<file path="config.mk">
export PLATFORM = sky130hd
export DESIGN_NAME = ncc_ram
export DESIGN_NICKNAME = d
export VERILOG_FILES = /design/src/hw/rtl/ncc_ram.sv
export SDC_FILE = /design/constraint.sdc
export NUM_CORES = 1
export LEC_CHECK = 0
export BUFFER_PORTS_ARGS = -buffer_cell sky130_fd_sc_hd__buf_4
export CAP_MARGIN = 25
export CORE_ASPECT_RATIO = 1.1
export CORE_MARGIN = 4
export CORE_UTILIZATION = 60
export CTS_CLUSTER_SIZE = 20
export DETAILED_ROUTE_END_ITERATION = 10
export HOLD_SLACK_MARGIN = 0.06
export PLACE_DENSITY = 0.89
export SKIP_CTS_REPAIR_TIMING = 1
export SYNTH_ARGS = -nofsm -noshare
export SYNTH_HDL_FRONTEND = slang
export SYNTH_SLANG_ARGS = --single-unit
</file>
<file path="constraint.sdc">
create_clock -name aclk -period 2.1 [get_ports aclk]
set_clock_uncertainty 0.1 [all_clocks]
set_input_delay 0.315 -clock aclk [delete_from_list [all_inputs] [get_ports aclk]]
set_output_delay 0.315 -clock aclk [all_outputs]
set_load 0.01 [all_outputs]
</file>
<file path="src/hw/rtl/ncc_ram.sv">
// ----------------------------------------------------------------------------
// ncc_ram
// Generic single-write, single-read RAM with registered read data.
// ----------------------------------------------------------------------------
module ncc_ram #(
    parameter int WIDTH = 8,
    parameter int DEPTH = 16,
    localparam int AW   = (DEPTH > 1) ? $clog2(DEPTH) : 1
) (
    input  logic             aclk,
    input  logic             we,
    input  logic [AW-1:0]    waddr,
    input  logic [WIDTH-1:0] wdata,
    input  logic             re,
    input  logic [AW-1:0]    raddr,
    output logic [WIDTH-1:0] rdata
);

    logic [WIDTH-1:0] mem [DEPTH];
    logic [WIDTH-1:0] rdata_reg;

    always_ff @(posedge aclk) begin
        if (we) begin
            mem[waddr] <= wdata;
        end
        if (re) begin
            rdata_reg <= mem[raddr];
        end
    end

    assign rdata = rdata_reg;

endmodule

</file>
Yosys cells after proc, flatten, opt, wreduce, memory -nomap -nowiden
Memories as Yosys holds them, arrays and structs flattened. A register that Yosys moved wholly into a read port is not among the register bits.
Cells that the tools add are included.
{"block": "word_totals", "ramBits": 128, "ff_bits": 0, "in_bits": 19, "out_inout_bits": 8, "mem_count": 1}
{"name": "mem", "depth": 16, "word_bits": 8, "rd": 1, "rd_clocked_by_memory_dff": 1, "write_ports": 1, "line": "19", "rtl": "logic [WIDTH-1:0] mem [DEPTH];"}
{"block": "op_classes", "mux": 2}
{"operator": "1-bit two-way mux", "n": 2}

Longest topological paths before layout
Gate-level depths: netlist of the first run.
{"block": "depth", "word_depth": 2, "mapped_depth": 5, "ltp_nobuf": 3}

Worst setup path after synthesis of the first run
OpenSTA, ideal clock, no wires.
{"block": "synth_path", "kind": "input port to flip-flop", "startpoint": "in waddr[2]", "endpoint": "mem mem[0][0] (enable)", "n_path_buf": 0, "setup_slack_ns": 0.192, "t_arrival_ns": 1.425, "setup_ns": 0.383, "stages": 2, "path_cell_list": "or3b_2 > nor3_1"}
{"element": "start, declared", "line": "12", "rtl": "input logic [AW-1:0] waddr,"}
{"element": "end, declared", "line": "19"}
No word-level cell before the write port.

==> results of run 1 <==
==> stage by stage <==
step | worst slack, ps | cells | area [sq um] | hold slack [ps]
3_3_place_gp | 202 | 376 | 5650 | 512
5_1_grt | 365 | 417 | 6310 | 217
3_5_place_dp | 184 | 376 | 5650 | 529
4_1_cts | 458 | 408 | 6220 | -15.8
6_report | 469 | 417 | 6310 | 221
2_1_floorplan | 192 | 229 | 5230 | 314
==> cell usage after synthesis <==
master	n
mux4_1	14
nand3_1	1
and2b_1	1
nor3_1	4
and2_1	1
nand3b_1	2
nand2b_1	2
nor2_1	13
nor2b_1	1
mux4_2	18
buf_4	1
clkdlybuf4s25_2	3
nand2_1	9
buf_2	3
a22oi_1	16
edfxtp_1	136
buf_6	3
or3b_2	1
==> how the worst min path moves through the flow <==
stage               startpoint  slack (ps)                    to
detailed placement    wdata[1]         530  mem[13][1]$_DFFE_PP_
finish                waddr[0]         220   mem[4][5]$_DFFE_PP_
global route          waddr[0]         220   mem[4][5]$_DFFE_PP_
floorplan             wdata[0]         310   mem[0][0]$_DFFE_PP_
global placement      wdata[1]         510  mem[12][1]$_DFFE_PP_
CTS                   wdata[1]         -20   mem[5][1]$_DFFE_PP_
==> report_power, final <==
group | internal (mW) | switching [mW] | total (mW)
Combinational | 0.149 | 0.168 | 0.317
Sequential | 3.06 | 0.0202 | 3.08
Clock | 1.68 | 1.11 | 2.80
Total | 4.89 | 1.30 | 6.19
==> worst reg2reg max path, delay by kind of cell (launching register included) <==
family	cells	cell delay, ps
mux	1	490
flops	1	410
compound gates	1	300
simple gates	1	80
==> layout make-up <==
class / count / area (sq um)
flip-flops and latches: 136 / 4080
multi-input cells: 83 / 1060
repair buffers: 55 / 460
well taps: 111 / 139
fillers: 454 / 2140
clock buffers: 17 / 414
clock inverters: 15 / 153
==> routing by layer <==
layer	track usage	vias up	part of all wire
met5	0	-	0
met1	0.292	1358	0.38
met2	0.383	131	0.53
li1	-	1108	-
met4	0.0883	0	0.020
met3	0.0571	18	0.069
==> cells by family (layout without fill, tap and decap cells) <==
| group | Yosys count | count (layout) |
|---|---|---|
| compound gates | 16 | 16 |
| buf+inv | 10 | 87 |
| simple gates | 35 | 35 |
| mux | 32 | 32 |
| flops | 136 | 136 |
==> flow_metrics.py, run 1 <==
metrics = {
    "grt": {
        "grt_pass1_vias": 2683,
        "globalRouteTotalUtil": 0.229,
        "grt_pass1_wl_um": 16700,
        "grt_max_degree": 33,
        "antenna_found_initial": 0,
        "grt_remaining_overflow": 0,
    },
    "worst_setup_path": {
        "max_stage_delay_ps": 490,
        "crit_path_start": "mem[11][7]$_DFFE_PP_",
        "arrival_ps": 1790,
        "endpoint_kind": "flip-flop",
        "critPathCapture": "rdata[7]$_DFFE_PP_",
        "r2r-end": "rdata[7]$_DFFE_PP_",
        "critPathBufInv": 0,
        "cp.depth": 3,
        "critPathKind": "reg -> reg",
        "cp_slowest_cell": "mux4_2",
        "crit_fanout": 1,
        "crit_path_cell_trace": "mux4_2 -> a22oi_1 -> nand2_1",
        "reg2reg_slack_ps": 470,
        "worst_ep_required_time_ps": 2260,
        "path_delay_family": "multiplexers",
        "rr_startpoint": "mem[11][7]$_DFFE_PP_",
        "start_kind": "flip-flop",
        "r2r_cells": 3,
    },
    "sta": {
        "tightestPinTransition_ps": 441,
        "final.setup.tns_ps": 0,
        "rsz0062_at_grt": "no",
        "slew_headroom": 0.706,
        "period_needed_ps": 1630,
        "slew_violations": 0,
        "setup_violations": 0,
        "period_share": 0.776,
        "hold_viol": 0,
        "fmax_mhz": 613,
    },
    "drt": {
        "wl_per_cell_um": 26.0,
        "drt_iter0_markers": 216,
        "drt-total-wl_um": 10800,
        "vias": 2615,
        "drc": 0,
        "avgViaCountPerCell": 6.27,
        "first_pass_iters": 5,
        "ant_nets": 0,
    },
    "synth": {
        "synth_xor_area_frac": 0,
        "avgSynthCellArea_sq_um": 22.8,
        "ys_ff_latch": 136,
        "synth_top_area_cell": "edfxtp_1",
        "yosysSeqAreaShare": 0.781,
        "ys_warn_count": 0,
        "synth_cell_type_count": 18,
        "syn-num-nets": 248,
        "synth_cells": 229,
        "synth_area_leaders": "edfxtp_1 78%, mux4_2 7.8%, mux4_1 7.0%, a22oi_1 2.3%, nor2_1 0.93%",
        "synth_compound_area_frac": 0.0230,
        "synthSimpleGateAreaFrac": 0.0314,
        "yosysTopAreaCellShare": 0.781,
        "muxShareOfSynthArea": 0.148,
        "synthesis.area_sq_um": 5230,
        "synthAdderAreaFrac": 0,
        "synth_top_family_by_area": "multiplexers",
    },
    "min_path": {
        "worstHoldPathType": "in -> reg",
        "hold_depth": 3,
    },
    "floorplan": {
        "die-width_um": 97.0,
        "boundaryPins": 27,
        "die-area_sq_um": 10300,
        "start_util": 0.619,
        "die_h_um": 106,
        "core_area_sq_um": 8450,
        "core.rowCount": 35,
    },
    "cts": {
        "clk_latency_ps": 520,
        "cts_buffer_depth": 2,
        "cts_buffers": 17,
        "cts_root_buf": "clkbuf_8",
        "path_clk_slew_ps": 60,
        "clock_sinks": 136,
        "cts_tree": "done",
        "ctsHtreeMaxLevel": 4,
    },
    "cells_and_area": {
        "synthToLayoutAreaGrowth_pct": 20.7,
        "finalNetCount": 312,
        "layout_commonest_cell": "edfxtp_1",
        "largest_register_ffs": 128,
        "layout_common_cells": "136 x edfxtp_1, 44 x buf_4, 18 x mux4_2, 16 x a22oi_1, 16 x clkbuf_16",
        "n_antenna_cell": 0,
        "final_core_util": 0.746,
        "drive_gt1_frac": 0.310,
    },
    "outcome": {
        "status": "finished clean",
    },
    "power_and_ir_drop": {
        "ir_drop_mv": 0.805,
        "p_total_mw": 6.19,
        "power_density_nw_per_um2": 982,
        "leakage_nw": 2.14,
    },
    "run": {
        "max_cap_viol_count": 0,
    },
    "placement": {
        "dp_hpwl_um": 6390,
        "portBuffers": 26,
        "gp_congestion": 0.798,
    },
}
(Power assumes the default switching activity.)
==> run 2: changes to the inputs <==
Clock period 2.1 ns to 1.68 ns, I/O delays scaled along.
==> run 2 against run 1 <==
  * Total power increased by 29%
  * Via count up 0.54%
  * Global-route usage rose by 0.55 points
  * Sequential cell count unchanged
  * Hold slack worse by 57 ps
  * Non-clock buffer count up 6
  * Combinational power increased by 34%
  * Clock power rose by 34%
  * Cell count grew 1.4%
  * Die area did not move
  * Fmax decreased by 0.63%
  * First-iteration DRC count grew 19%
  * Critical endpoint is now rdata[0]$_DFFE_PP_
  * Largest cell class unchanged
==> flow_metrics.py, run 2 (synthesis gave the netlist of run 1 again) <==
metrics = {
    "cts": {
        "cts_buffers": 17,
        "cts_tree": "done",
        "path_clk_slew_ps": 60,
        "clk_latency_ps": 510,
        "clock_sinks": 136,
        "cts_root_buf": "clkbuf_8",
        "ctsHtreeMaxLevel": 4,
        "cts_buffer_depth": 2,
    },
    "grt": {
        "grt_util_met2": 0.379,
        "use_met1": 0.317,
        "grt_pass1_wl_um": 17100,
        "grt_pass1_vias": 2697,
        "grt_max_degree": 17,
        "globalRouteTotalUtil": 0.234,
        "globalRoute.busiestLayer": "met2",
        "antenna_found_initial": 0,
        "met3_usage": 0.0472,
        "grt_remaining_overflow": 0,
    },
    "cells_and_area": {
        "n_antenna_cell": 0,
        "layout_commonest_cell": "edfxtp_1",
        "fill_cells": 427,
        "postLayoutCellArea_sq_um": 6450,
        "final_core_util": 0.763,
        "layout_common_cells": "136 x edfxtp_1, 46 x buf_4, 18 x mux4_2, 16 x clkbuf_16",
        "synthToLayoutAreaGrowth_pct": 23.4,
        "drive_gt1_frac": 0.327,
        "finalNetCount": 318,
        "largest_register_ffs": 128,
    },
    "min_path": {
        "hold_depth": 3,
        "hold_end": "mem[0][1]$_DFFE_PP_",
        "worstHoldPathType": "in -> reg",
        "min_from": "waddr[0]",
    },
    "drt": {
        "drt_iter0_markers": 258,
        "drt-total-wl_um": 11400,
        "avgViaCountPerCell": 6.22,
        "vias": 2629,
        "first_pass_iters": 5,
        "drc": 0,
        "wl_per_cell_um": 26.8,
        "ant_nets": 0,
    },
    "sta": {
        "setup_violations": 0,
        "fmax_mhz": 609,
        "tightestPinTransition_ps": 819,
        "hold_ws_ps": 164,
        "period_share": 0.977,
        "hold_viol": 0,
        "slew_headroom": 0.452,
        "slew_violations": 0,
        "period_needed_ps": 1640,
        "rsz0062_at_grt": "no",
    },
    "placement": {
        "dp_hpwl_um": 6740,
        "portBuffers": 26,
        "gp_congestion": 0.804,
        "place_area_sq_um": 5750,
    },
    "worst_setup_path": {
        "reg2reg_slack_ps": 40,
        "r2r_cells": 3,
        "arrival_ps": 1790,
        "crit_fanout": 1,
        "cp_slowest_cell": "mux4_1",
        "max_stage_delay_ps": 530,
        "r2r-end": "rdata[0]$_DFFE_PP_",
        "start_kind": "flip-flop",
        "worst_ep_required_time_ps": 1830,
        "rr_startpoint": "mem[1][0]$_DFFE_PP_",
        "crit_path_cell_trace": "mux4_1 -> a22oi_1 -> nand2_1",
        "critPathKind": "reg -> reg",
        "endpoint_kind": "flip-flop",
    },
    "power_and_ir_drop": {
        "leakage_nw": 2.23,
        "ir_drop_mv": 0.943,
        "power_density_nw_per_um2": 1240,
    },
    "floorplan": {
        "boundaryPins": 27,
        "die-width_um": 97.0,
        "die_h_um": 106,
        "die-area_sq_um": 10300,
        "core_area_sq_um": 8450,
        "start_util": 0.619,
        "core.rowCount": 35,
    },
    "run": {
        "max_cap_viol_count": 0,
    },
    "outcome": {
        "status": "finished clean",
    },
}
[run 2: cell types whose count changed in the layout (fill, tap and decap cells not counted), sizes merged]
| cell | change |
|---|---|
| clkinvlp | -6 |
| clkbuf | +2 |
| buf | +6 |
| inv | -1 |
| clkinv | +3 |
| bufinv | +2 |
[run 2: cell type report]
type / count / area (sq um) / share of cell area
flip-flops and latches: 136 / 4080 / 0.633
multi-input cells: 83 / 1070 / 0.166
repair buffers: 61 / 556 / 0.0861
clock buffers: 19 / 422 / 0.0654
clock inverters: 13 / 178 / 0.0275
well taps: 111 / 139 / 0.0215
[run 2: worst max-delay path, delay by kind of cell, from the launching register on]
family	cells	cell delay, ps
muxes	1	530
DFF	1	400
AOI/OAI and AO/OA	1	240
and+or+nand+nor	1	110
[run 2: worst max path at each step]
stage                        start            endpoint  depth (start not counted)
6_report       mem[1][0]$_DFFE_PP_  rdata[0]$_DFFE_PP_                          3
5_1_grt        mem[1][0]$_DFFE_PP_  rdata[0]$_DFFE_PP_                          3
4_1_cts        mem[2][6]$_DFFE_PP_  rdata[6]$_DFFE_PP_                          3
3_5_place_dp              raddr[0]  rdata[0]$_DFFE_PP_                          5
3_3_place_gp              raddr[0]  rdata[5]$_DFFE_PP_                          5
2_1_floorplan             raddr[0]  rdata[1]$_DFFE_PP_                          5
[run 2: metrics by stage]
| step | TNS, ps | worst slack [ps] | power [mW] | instances |
|---|---|---|---|---|
| after detailed placement | -931 | -169 | 4.32 | 382 |
| after global placement | -575 | -112 | 4.29 | 382 |
| after floorplan | 0 | 45.6 | 4.11 | 229 |
| after CTS | 0 | 13.7 | 8.01 | 414 |
| final | 0 | 39.1 | 8.01 | 423 |
| after global routing | 0 | 8.51 | 8.25 | 423 |
[run 2: per-layer routing]
metal | vias up | part of all wire
met2 | 136 | 0.52
met1 | 1345 | 0.40
li1 | 1122 | -
met5 | - | 0
met4 | 0 | 0.025
met3 | 26 | 0.061
[run 2: where the power goes]
group          internal (mW)  switching, mW  leakage (nW)
sequential              3.82         0.0248          1.24
combinational          0.206          0.220         0.699
clock                   2.40           1.33         0.295
total                   6.43           1.58          2.23
